## src/rtl/trsd_pkg.sv

```systemverilog
`timescale 1ns / 1ps

package trsd_pkg;

   localparam int QUEUE_DEPTH_DEFAULT = 2;

   localparam logic [4:0] IDX_ID_LEN = 5'd0;
   localparam logic [4:0] IDX_CMAP   = 5'd1;
   localparam logic [4:0] IDX_TYPE   = 5'd2;
   localparam logic [4:0] IDX_W_LO   = 5'd12;
   localparam logic [4:0] IDX_W_HI   = 5'd13;
   localparam logic [4:0] IDX_H_LO   = 5'd14;
   localparam logic [4:0] IDX_H_HI   = 5'd15;
   localparam logic [4:0] IDX_DEPTH  = 5'd16;
   localparam logic [4:0] IDX_DESC   = 5'd17;

   localparam logic [7:0] TYPE_RLE_COLOR = 8'd10;
   localparam logic [7:0] TYPE_RLE_GRAY  = 8'd11;

   localparam int DESC_TOP_BIT = 5;
   localparam int PKT_RUN_BIT  = 7;

   localparam logic [1:0] ERR_TRUNC_HEADER = 2'd0;
   localparam logic [1:0] ERR_UNSUPPORTED  = 2'd1;
   localparam logic [1:0] ERR_TRUNC_RAW    = 2'd2;

   typedef enum logic [2:0] {
      PH_HEADER,
      PH_IDSKIP,
      PH_PKTHDR,
      PH_PIXEL,
      PH_IDLE
   } phase_type;

   typedef enum logic [1:0] {
      KIND_INFO,
      KIND_PIXEL,
      KIND_DONE,
      KIND_ERROR
   } kind_type;

   typedef struct packed {
      kind_type    kind;
      logic [31:0] pixel_value;
      logic [7:0]  repeat_res;
      logic [15:0] image_width;
      logic [15:0] image_height;
      logic [2:0]  channel_count;
      logic        origin_top;
      logic [1:0]  error_code;
      logic [31:0] missing_pixels;
   } result_type;

   // The second word of a byte is always a done or an error word.
   typedef struct packed {
      kind_type    kind;
      logic [1:0]  error_code;
      logic [31:0] missing_pixels;
   } tail_type;

   typedef struct packed {
      result_type head;
      logic       has_tail;
      tail_type   tail;
   } entry_type;

   typedef struct packed {
      logic full;
      logic empty;
   } qstat_type;

   function automatic logic chan_legal(input logic [4:0] ch);
      chan_legal = (ch == 5'd1) || (ch == 5'd3) || (ch == 5'd4);
   endfunction

   function automatic result_type tail_to_result(input tail_type t);
      result_type r;
      r = '0;
      r.kind = t.kind;
      r.error_code = t.error_code;
      r.missing_pixels = t.missing_pixels;
      tail_to_result = r;
   endfunction

endpackage

```

## src/rtl/trsd_front.sv

```systemverilog
`timescale 1ns / 1ps

module trsd_front
   import trsd_pkg::*;
(
   input  logic       clock,
   input  logic       reset,
   input  logic       req_valid,
   output logic       req_ready,
   input  logic [7:0] req_data_byte,
   input  logic       req_end_of_file,
   input  qstat_type  q_stat,
   output logic       q_push,
   output entry_type  q_entry
);

   logic accept;

   phase_type phase_ff, phase_in, phase_mid;
   logic [4:0]  hdr_idx_ff, hdr_idx_in;
   logic [7:0]  id_skip_ff, id_skip_in;
   logic [7:0]  id_len_ff, id_len_in;
   logic [7:0]  cmap_ff, cmap_in;
   logic [7:0]  img_type_ff, img_type_in;
   logic [7:0]  depth_ff, depth_in;
   logic [15:0] width_ff, width_in;
   logic [15:0] height_ff, height_in;
   logic [2:0]  chan_ff, chan_in;
   logic        rle_ff, rle_in;
   logic [7:0]  pkt_left_ff, pkt_left_in;
   logic        pkt_run_ff, pkt_run_in;
   logic [31:0] pix_buf_ff, pix_buf_in;
   logic [1:0]  byte_k_ff, byte_k_in;
   logic [31:0] pix_left_ff, pix_left_in;

   logic        hdr_done, hdr_rle, hdr_ok, eof_rle;
   logic [4:0]  hdr_chan;
   logic [31:0] area;
   logic [31:0] byte_ext, pix_word, pix_after;
   logic        pix_complete, is_run, run_covers, img_done;
   logic [7:0]  rep, pkt_after;

   result_type  r0;
   logic        r0_valid;
   tail_type    tail;
   logic        tail_valid;

   assign req_ready = !q_stat.full;
   assign accept    = req_valid && req_ready;

   assign hdr_done = (hdr_idx_ff >= IDX_DESC);
   assign hdr_chan = depth_ff[7:3];
   assign hdr_rle  = (img_type_ff == TYPE_RLE_COLOR) || (img_type_ff == TYPE_RLE_GRAY);
   assign hdr_ok   = (cmap_ff == 8'd0) && (width_ff != 16'd0) && (height_ff != 16'd0) &&
                     chan_legal(hdr_chan);
   assign area     = {16'd0, width_ff} * {16'd0, height_ff};
   assign eof_rle  = (phase_ff == PH_HEADER) ? hdr_rle : rle_ff;

   assign byte_ext     = {24'd0, req_data_byte} << {byte_k_ff, 3'b000};
   assign pix_word     = pix_buf_ff | byte_ext;
   assign pix_complete = (({1'b0, byte_k_ff}) + 3'd1) >= chan_ff;
   assign is_run       = rle_ff && pkt_run_ff;
   assign run_covers   = {24'd0, pkt_left_ff} >= pix_left_ff;
   assign rep          = is_run ? (run_covers ? pix_left_ff[7:0] : pkt_left_ff) : 8'd1;
   assign pix_after    = pix_left_ff - {24'd0, rep};
   assign img_done     = is_run ? run_covers : (pix_left_ff == 32'd1);
   assign pkt_after    = is_run ? 8'd0 : (rle_ff ? pkt_left_ff - 8'd1 : pkt_left_ff);

   always_comb begin
      phase_mid = phase_ff;
      case (phase_ff)
         PH_HEADER: begin
            if (hdr_done) begin
               if (!hdr_ok) begin
                  phase_mid = PH_IDLE;
               end else if (id_len_ff != 8'd0) begin
                  phase_mid = PH_IDSKIP;
               end else begin
                  phase_mid = hdr_rle ? PH_PKTHDR : PH_PIXEL;
               end
            end
         end
         PH_IDSKIP: begin
            if (id_skip_ff == 8'd1) begin
               phase_mid = rle_ff ? PH_PKTHDR : PH_PIXEL;
            end
         end
         PH_PKTHDR: phase_mid = PH_PIXEL;
         PH_PIXEL: begin
            if (pix_complete) begin
               if (img_done) begin
                  phase_mid = PH_IDLE;
               end else if (rle_ff && (pkt_after == 8'd0)) begin
                  phase_mid = PH_PKTHDR;
               end
            end
         end
         PH_IDLE: phase_mid = PH_IDLE;
         default: phase_mid = PH_HEADER;
      endcase
      phase_in = phase_ff;
      if (accept) begin
         phase_in = req_end_of_file ? PH_HEADER : phase_mid;
      end
   end

   always_comb begin
      hdr_idx_in  = hdr_idx_ff;
      id_skip_in  = id_skip_ff;
      id_len_in   = id_len_ff;
      cmap_in     = cmap_ff;
      img_type_in = img_type_ff;
      depth_in    = depth_ff;
      width_in    = width_ff;
      height_in   = height_ff;
      chan_in     = chan_ff;
      rle_in      = rle_ff;
      pkt_left_in = pkt_left_ff;
      pkt_run_in  = pkt_run_ff;
      pix_buf_in  = pix_buf_ff;
      byte_k_in   = byte_k_ff;
      pix_left_in = pix_left_ff;
      r0          = '0;
      r0_valid    = 1'b0;
      tail        = '0;
      tail_valid  = 1'b0;
      if (accept) begin
         case (phase_ff)
            PH_HEADER: begin
               case (hdr_idx_ff)
                  IDX_ID_LEN: id_len_in = req_data_byte;
                  IDX_CMAP:   cmap_in = req_data_byte;
                  IDX_TYPE:   img_type_in = req_data_byte;
                  IDX_W_LO:   width_in[7:0] = req_data_byte;
                  IDX_W_HI:   width_in[15:8] = req_data_byte;
                  IDX_H_LO:   height_in[7:0] = req_data_byte;
                  IDX_H_HI:   height_in[15:8] = req_data_byte;
                  IDX_DEPTH:  depth_in = req_data_byte;
                  default: ;
               endcase
               if (hdr_done) begin
                  hdr_idx_in = '0;
                  r0_valid = 1'b1;
                  if (!hdr_ok) begin
                     r0.kind = KIND_ERROR;
                     r0.error_code = ERR_UNSUPPORTED;
                  end else begin
                     r0.kind = KIND_INFO;
                     r0.image_width = width_ff;
                     r0.image_height = height_ff;
                     r0.channel_count = hdr_chan[2:0];
                     r0.origin_top = req_data_byte[DESC_TOP_BIT];
                     pix_left_in = area;
                     pix_buf_in = '0;
                     byte_k_in = '0;
                     pkt_left_in = '0;
                     pkt_run_in = 1'b0;
                     id_skip_in = id_len_ff;
                     chan_in = hdr_chan[2:0];
                     rle_in = hdr_rle;
                  end
               end else begin
                  hdr_idx_in = hdr_idx_ff + 5'd1;
               end
            end
            PH_IDSKIP: id_skip_in = id_skip_ff - 8'd1;
            PH_PKTHDR: begin
               pkt_left_in = {1'b0, req_data_byte[6:0]} + 8'd1;
               pkt_run_in = req_data_byte[PKT_RUN_BIT];
            end
            PH_PIXEL: begin
               if (pix_complete) begin
                  r0_valid = 1'b1;
                  r0.kind = KIND_PIXEL;
                  r0.pixel_value = pix_word;
                  r0.repeat_res = rep;
                  pkt_left_in = pkt_after;
                  pix_left_in = pix_after;
                  pix_buf_in = '0;
                  byte_k_in = '0;
                  if (img_done) begin
                     tail_valid = 1'b1;
                     tail.kind = KIND_DONE;
                  end
               end else begin
                  pix_buf_in = pix_word;
                  byte_k_in = byte_k_ff + 2'd1;
               end
            end
            default: ;
         endcase
         if (req_end_of_file) begin
            case (phase_mid)
               PH_HEADER: begin
                  tail_valid = 1'b1;
                  tail.kind = KIND_ERROR;
                  tail.error_code = ERR_TRUNC_HEADER;
               end
               PH_IDSKIP, PH_PKTHDR, PH_PIXEL: begin
                  tail_valid = 1'b1;
                  if (eof_rle) begin
                     tail.kind = KIND_DONE;
                     tail.missing_pixels = pix_left_in;
                  end else begin
                     tail.kind = KIND_ERROR;
                     tail.error_code = ERR_TRUNC_RAW;
                  end
               end
               default: ;
            endcase
            hdr_idx_in = '0;
            pix_buf_in = '0;
            byte_k_in = '0;
         end
      end
   end

   always_comb begin
      q_push = r0_valid || tail_valid;
      q_entry = '0;
      if (r0_valid) begin
         q_entry.head = r0;
         q_entry.has_tail = tail_valid;
         q_entry.tail = tail;
      end else begin
         q_entry.head = tail_to_result(tail);
      end
   end

   always_ff @(posedge clock) begin
      if (reset) begin
         phase_ff    <= PH_HEADER;
         hdr_idx_ff  <= '0;
         id_skip_ff  <= '0;
         id_len_ff   <= '0;
         cmap_ff     <= '0;
         img_type_ff <= '0;
         depth_ff    <= '0;
         width_ff    <= '0;
         height_ff   <= '0;
         chan_ff     <= '0;
         rle_ff      <= 1'b0;
         pkt_left_ff <= '0;
         pkt_run_ff  <= 1'b0;
         pix_buf_ff  <= '0;
         byte_k_ff   <= '0;
         pix_left_ff <= '0;
      end else begin
         phase_ff    <= phase_in;
         hdr_idx_ff  <= hdr_idx_in;
         id_skip_ff  <= id_skip_in;
         id_len_ff   <= id_len_in;
         cmap_ff     <= cmap_in;
         img_type_ff <= img_type_in;
         depth_ff    <= depth_in;
         width_ff    <= width_in;
         height_ff   <= height_in;
         chan_ff     <= chan_in;
         rle_ff      <= rle_in;
         pkt_left_ff <= pkt_left_in;
         pkt_run_ff  <= pkt_run_in;
         pix_buf_ff  <= pix_buf_in;
         byte_k_ff   <= byte_k_in;
         pix_left_ff <= pix_left_in;
      end
   end

endmodule

```

## src/rtl/trsd_queue.sv

```systemverilog
`timescale 1ns / 1ps

module trsd_queue
   import trsd_pkg::*;
#(
   parameter int DEPTH = QUEUE_DEPTH_DEFAULT
) (
   input  logic      clock,
   input  logic      reset,
   input  logic      push,
   input  entry_type push_entry,
   input  logic      pop,
   output entry_type head,
   output qstat_type q_stat
);

   localparam int PTR_W = (DEPTH > 1) ? $clog2(DEPTH) : 1;
   localparam int CNT_W = $clog2(DEPTH + 1);

   entry_type slots_ff [DEPTH];
   logic [PTR_W-1:0] wr_ptr_ff, wr_ptr_in;
   logic [PTR_W-1:0] rd_ptr_ff, rd_ptr_in;
   logic [CNT_W-1:0] count_ff, count_in;

   always_comb begin
      wr_ptr_in = wr_ptr_ff;
      rd_ptr_in = rd_ptr_ff;
      if (push) begin
         wr_ptr_in = (wr_ptr_ff == PTR_W'(DEPTH - 1)) ? '0 : wr_ptr_ff + PTR_W'(1);
      end
      if (pop) begin
         rd_ptr_in = (rd_ptr_ff == PTR_W'(DEPTH - 1)) ? '0 : rd_ptr_ff + PTR_W'(1);
      end
      count_in = count_ff + CNT_W'(push) - CNT_W'(pop);
   end

   assign head         = slots_ff[rd_ptr_ff];
   assign q_stat.full  = (count_ff == CNT_W'(DEPTH));
   assign q_stat.empty = (count_ff == '0);

   always_ff @(posedge clock) begin
      if (push) begin
         slots_ff[wr_ptr_ff] <= push_entry;
      end
   end

   always_ff @(posedge clock) begin
      if (reset) begin
         wr_ptr_ff <= '0;
         rd_ptr_ff <= '0;
         count_ff  <= '0;
      end else begin
         wr_ptr_ff <= wr_ptr_in;
         rd_ptr_ff <= rd_ptr_in;
         count_ff  <= count_in;
      end
   end

endmodule

```

## src/rtl/trsd_back.sv

```systemverilog
`timescale 1ns / 1ps

module trsd_back
   import trsd_pkg::*;
(
   input  logic        clock,
   input  logic        reset,
   input  qstat_type   q_stat,
   input  entry_type   head,
   output logic        pop,
   output logic        rsp_valid,
   input  logic        rsp_ready,
   output logic [1:0]  rsp_kind,
   output logic [31:0] rsp_pixel_value,
   output logic [7:0]  rsp_repeat_res,
   output logic [15:0] rsp_image_width,
   output logic [15:0] rsp_image_height,
   output logic [2:0]  rsp_channel_count,
   output logic        rsp_origin_top,
   output logic [1:0]  rsp_error_code,
   output logic [31:0] rsp_missing_pixels,
   output logic        rsp_last_result
);

   logic       load;
   logic       valid_ff, valid_in;
   logic       second_ff, second_in;
   logic       last_ff, last_in;
   result_type out_ff, out_in;

   assign load = !q_stat.empty && (!valid_ff || rsp_ready);
   assign pop  = load && (second_ff || !head.has_tail);

   always_comb begin
      valid_in  = valid_ff;
      second_in = second_ff;
      last_in   = last_ff;
      out_in    = out_ff;
      if (load) begin
         valid_in = 1'b1;
         if (second_ff) begin
            out_in = tail_to_result(head.tail);
            last_in = 1'b1;
            second_in = 1'b0;
         end else begin
            out_in = head.head;
            last_in = !head.has_tail;
            second_in = head.has_tail;
         end
      end else if (rsp_ready) begin
         valid_in = 1'b0;
      end
   end

   always_ff @(posedge clock) begin
      if (reset) begin
         valid_ff  <= 1'b0;
         second_ff <= 1'b0;
      end else begin
         valid_ff  <= valid_in;
         second_ff <= second_in;
      end
   end

   always_ff @(posedge clock) begin
      out_ff  <= out_in;
      last_ff <= last_in;
   end

   assign rsp_valid          = valid_ff;
   assign rsp_kind           = out_ff.kind;
   assign rsp_pixel_value    = out_ff.pixel_value;
   assign rsp_repeat_res     = out_ff.repeat_res;
   assign rsp_image_width    = out_ff.image_width;
   assign rsp_image_height   = out_ff.image_height;
   assign rsp_channel_count  = out_ff.channel_count;
   assign rsp_origin_top     = out_ff.origin_top;
   assign rsp_error_code     = out_ff.error_code;
   assign rsp_missing_pixels = out_ff.missing_pixels;
   assign rsp_last_result    = last_ff;

endmodule

```

## src/rtl/tga_rle_stream_decoder_core.sv

```systemverilog
`timescale 1ns / 1ps
// Path: a word passes from its accepted input byte through a queue entry and the output register
// before it is presented on the rsp side; a stalled rsp handshake holds it there.
// Throughput: one input byte per cycle while the queue has room; the rsp side delivers one word
// per cycle while rsp_ready is high, so a byte that causes two words holds the output for both.
// The input is held off while all QUEUE_DEPTH queue entries are occupied.
// Synchronous reset returns the parser to the header phase and drops queued words.

module tga_rle_stream_decoder_core
   import trsd_pkg::*;
#(
   parameter int QUEUE_DEPTH = QUEUE_DEPTH_DEFAULT
) (
   input  logic        clock,
   input  logic        reset,
   input  logic        req_valid,
   output logic        req_ready,
   input  logic [7:0]  req_data_byte,
   input  logic        req_end_of_file,
   output logic        rsp_valid,
   input  logic        rsp_ready,
   output logic [1:0]  rsp_kind,
   output logic [31:0] rsp_pixel_value,
   output logic [7:0]  rsp_repeat_res,
   output logic [15:0] rsp_image_width,
   output logic [15:0] rsp_image_height,
   output logic [2:0]  rsp_channel_count,
   output logic        rsp_origin_top,
   output logic [1:0]  rsp_error_code,
   output logic [31:0] rsp_missing_pixels,
   output logic        rsp_last_result
);

   qstat_type q_stat;
   logic      q_push, q_pop;
   entry_type q_entry, q_head;

   trsd_front u_front (
      .clock           (clock),
      .reset           (reset),
      .req_valid       (req_valid),
      .req_ready       (req_ready),
      .req_data_byte   (req_data_byte),
      .req_end_of_file (req_end_of_file),
      .q_stat          (q_stat),
      .q_push          (q_push),
      .q_entry         (q_entry)
   );

   trsd_queue #(
      .DEPTH (QUEUE_DEPTH)
   ) u_queue (
      .clock      (clock),
      .reset      (reset),
      .push       (q_push),
      .push_entry (q_entry),
      .pop        (q_pop),
      .head       (q_head),
      .q_stat     (q_stat)
   );

   trsd_back u_back (
      .clock              (clock),
      .reset              (reset),
      .q_stat             (q_stat),
      .head               (q_head),
      .pop                (q_pop),
      .rsp_valid          (rsp_valid),
      .rsp_ready          (rsp_ready),
      .rsp_kind           (rsp_kind),
      .rsp_pixel_value    (rsp_pixel_value),
      .rsp_repeat_res     (rsp_repeat_res),
      .rsp_image_width    (rsp_image_width),
      .rsp_image_height   (rsp_image_height),
      .rsp_channel_count  (rsp_channel_count),
      .rsp_origin_top     (rsp_origin_top),
      .rsp_error_code     (rsp_error_code),
      .rsp_missing_pixels (rsp_missing_pixels),
      .rsp_last_result    (rsp_last_result)
   );

   a_pixel_repeat: assert property (@(posedge clock) disable iff (reset)
      rsp_valid && (rsp_kind == KIND_PIXEL) |-> rsp_repeat_res != 8'd0)
      else $error("pixel word with zero repeat count");

   a_info_channels: assert property (@(posedge clock) disable iff (reset)
      rsp_valid && (rsp_kind == KIND_INFO) |-> chan_legal({2'b00, rsp_channel_count}))
      else $error("info word with unsupported channel count");

   a_first_of_two: assert property (@(posedge clock) disable iff (reset)
      rsp_valid && !rsp_last_result |-> (rsp_kind == KIND_INFO) || (rsp_kind == KIND_PIXEL))
      else $error("done or error word not marked last");

   a_queue_push: assert property (@(posedge clock) disable iff (reset)
      q_push |-> !q_stat.full)
      else $error("queue written while full");

endmodule
```

## config.mk

```make
export PLATFORM = sky130hd
export DESIGN_NAME = tga_rle_stream_decoder_core
export DESIGN_NICKNAME = d
export VERILOG_FILES = /design/src/rtl/trsd_pkg.sv /design/src/rtl/trsd_front.sv /design/src/rtl/trsd_queue.sv /design/src/rtl/trsd_back.sv /design/src/rtl/tga_rle_stream_decoder_core.sv
export SDC_FILE = /design/constraint.sdc
export NUM_CORES = 2
export LEC_CHECK = 0
export BUFFER_PORTS_ARGS = -buffer_cell sky130_fd_sc_hd__buf_2
export CAP_MARGIN = 30
export CELL_PAD_IN_SITES_DETAIL_PLACEMENT = 0
export CELL_PAD_IN_SITES_GLOBAL_PLACEMENT = 1
export CORE_MARGIN = 2
export CORE_UTILIZATION = 51
export DETAILED_ROUTE_END_ITERATION = 7
export GPL_TIMING_DRIVEN = 1
export PLACE_DENSITY = 0.83
export SLEW_MARGIN = 20
export SYNTH_ARGS = -nofsm -noshare
export SYNTH_HDL_FRONTEND = slang
export SYNTH_SLANG_ARGS = --single-unit
export TNS_END_PERCENT = 20
```

## constraint.sdc

```tcl
create_clock -name clock -period 8.1 [get_ports clock]
set_input_delay 0.405 -clock clock [delete_from_list [all_inputs] [get_ports clock]]
set_output_delay 0.405 -clock clock [all_outputs]
set_load 0.05 [all_outputs]
```

==> metrics.cfg <==
[worst_setup_path]
end_kind=register
crit_chain=nand2_1 -> fa_1 -> fa_1 -> fa_1 -> fa_1 -> inv_1 -> fa_1 -> inv_1 -> fa_1 -> inv_1 -> ha_1 -> a21oi_1 -> o21ai_1 -> a221oi_1 -> a211oi_1 -> or2_1 -> a311oi_1 -> mux2i_1 -> a21oi_1
cp-start-kind=register
cp_max_fo=19
slowest_delay_ns=0.88
cp_common_cell=fa_1
crit_arrival_ns=7.33
critPathKind=register to register
cp_slowest_cell=dfxtp_1
worstPathRequired_ns=8.45

[final_layout]
design_area_mm2=0.0365
num_antenna_cells=0
fin_cells=4005
seq_area_mm2=0.0155
num-fill-cells=5444
syn2layout_area_growth_pct=10.0
layout-drive-gt1-share=0.108
fin_nets=3442
multi_input_area_mm2=0.0159
final_util=0.567

[detailed_routing]
vias=23400
drtIter0Drc=2187
wl_per_cell_um=20.7
routed_wirelength_mm=82.8
viasPerCell=5.84
postRouteAntennaNets=0
drc=0
first_pass_iters=6

[timing]
tightest_slew_ns=1.10
max_freq_ghz=0.143
worst_hold_slack_ns=0.0879
relSlewSlack=0.260
layout_setup_ws_ns=1.12
finalHoldViolCount=0
clock-skew-final_ns=0.0337
finalCriticalPeriod_ns=6.98
drv_slew=0
rsz0062_at_grt=false
setup_viol=0
fin_crit_sh=0.862
timing.setup.tns_ns=0

[pwr]
p_leak_nw=14.2
p_per_area_mw_per_mm2=250
irDropWorstVdd_v=0.000215
power.total_mw=9.14

[logic_synthesis]
synth-async-reset-ratio=0
synth_seq_cells=571
synth-edff-count=409
synth_area_per_cell_um2=10.8
syn_area_mm2=0.0332
synth.most_common_cell=edfxtp_1
ys_types=86
synth_area_leaders=edfxtp_1, fa_1, dfxtp_1
yosysTopAreaCell=edfxtp_1
synth.yosys.warnings=0
synth_top_cell_area_share=0.370
synth_nets=3409
synth.yosys.seq_area_share=0.468
synth-main-ff-cell=edfxtp_1
synth_cells=3066
synthTopCellsByCount=edfxtp_1, nand2_1, nor2_1

[global_route]
grt_pass1_vias=23500
antenna_found_initial=0
track_usage=0.246
overflow=0
grt_start_max_net_pins=83
grt_pass1_wl_mm=130

[clock_network]
numClockSinks=571
cts_resized=0
htree_levels=2
cts_buffer_depth=3
clkTransAtPathRegs_ns=0.06
root_buffer=clkbuf_16
cts_tree=built
ctsHoldBuffers=0
postCtsSetupRepairBufs=0
numCtsBuffers=59
clk_latency_ns=0.64

[die]
io_pins=128
core_area_mm2=0.0643
die_h_um=259
fp-row-count=93
die_area_mm2=0.0671
start_util=0.516
die_x_um=259

[place]
io_buffers=127
dp_hpwl_mm=58.0
dp_slack_ns=1.16
dpl_cell_area_mm2=0.0345
dp.cells=3891
gp_congestion=0.890

[flow_run]
maxCapViolCount=0

[outcome]
status=finished clean

[min_path]
hold_path.class=input port to register

[critical path, delay by kind of cell (launching register included)]
kind	cells	cell delay, ns
AOI/OAI and AO/OA	6	1.39
adders and majority gates	7	3.45
buffers and inverters	3	0.14
DFF	1	0.88
muxes	1	0.32
and+or+nand+nor	2	0.51
[cell families after synthesis]
| logic type | synth area share |
|---|---|
| flip-flops | 0.468 |
| AND/OR/NAND/NOR | 0.147 |
| XOR/XNOR | 0.0116 |
| AO/OA/AOI/OAI | 0.0896 |
| multiplexers | 0.0615 |
| adder cells (fa/ha/maj) | 0.169 |
| buffers and inverters | 0.0535 |
[final timing paths]
path                                             start                       to  slack [ns]  cells past startpoint
worst max-delay path              u_front.width_ff[10]  u_queue.slots_ff[1][28]        1.12                     19
worst min-delay path                         rsp_ready         u_back.rsp_valid        0.09                      3
worst max register to register    u_front.width_ff[10]  u_queue.slots_ff[1][28]        1.12                     19
worst min register to register  u_front.pix_buf_ff[27]   u_front.pix_buf_ff[27]        0.46                      2
[per-layer routing]
metal / GRT usage / wire (um) / up-vias / part of all wire
li1: - / - / 10700 / -
met1: 0.327 / 34400 / 11700 / 0.42
met2: 0.416 / 40700 / 839 / 0.49
met3: 0.0301 / 4910 / 163 / 0.059
met4: 0.0901 / 2830 / 0 / 0.034
met5: 0 / 0 / - / 0
[registers in the layout, indices dropped and copies added, names as in the netlist, 3 cells and up, named ones only]
| register | cells |
|---|---|
| u_back.rsp_channel_count | 3 |
| u_back.rsp_image_height | 16 |
| u_back.rsp_image_width | 16 |
| u_back.rsp_missing_pixels | 32 |
| u_back.rsp_pixel_value | 32 |
| u_back.rsp_repeat_res | 8 |
| u_front.chan_ff | 3 |
| u_front.cmap_ff | 8 |
| u_front.depth_ff | 5 |
| u_front.hdr_idx_ff | 5 |
| u_front.height_ff | 16 |
| u_front.id_len_ff | 8 |
| u_front.id_skip_ff | 8 |
| u_front.img_type_ff | 7 |
| u_front.phase_ff | 3 |
| u_front.pix_buf_ff | 32 |
| u_front.pix_left_ff | 32 |
| u_front.pkt_left_ff | 8 |
| u_front.width_ff | 16 |
| u_queue.slots_ff | 296 |
[layout by cell type (no fill, tap or decap), drive strengths merged, types with 25 or more instances in the layout]
cell type,synthesis,routed
dfxtp,162,162
o21ai,112,112
nor4,28,28
buf,26,170
and3,39,39
nand3,70,70
mux4,35,35
clkbuf,172,81
mux2i,116,116
a211oi,40,40
xnor2,25,25
fa,195,195
ha,135,135
and2,132,132
nand2,316,316
a21oi,157,157
edfxtp,409,409
inv,260,264
nor2,310,310
nor3,46,46
[power by group]
group          leakage [nW]  internal [mW]  switching [mW]  total [mW]
combinational          8.14          0.665            1.84        2.50
clock                 0.960           1.61            1.15        2.75
sequential             5.11           3.68           0.207        3.88
total                  14.2           5.95            3.19        9.14
[final cells by class]
cell class / count / share of cell area
clock buffers: 81 / 0.0446
clock inverters: 31 / 0.00970
inverters: 261 / 0.0270
multi-input cells: 2036 / 0.436
flip-flops and latches: 571 / 0.426
well taps: 855 / 0.0293
repair buffers: 170 / 0.0277
No activity file was read; power rests on OpenSTA's default activity.
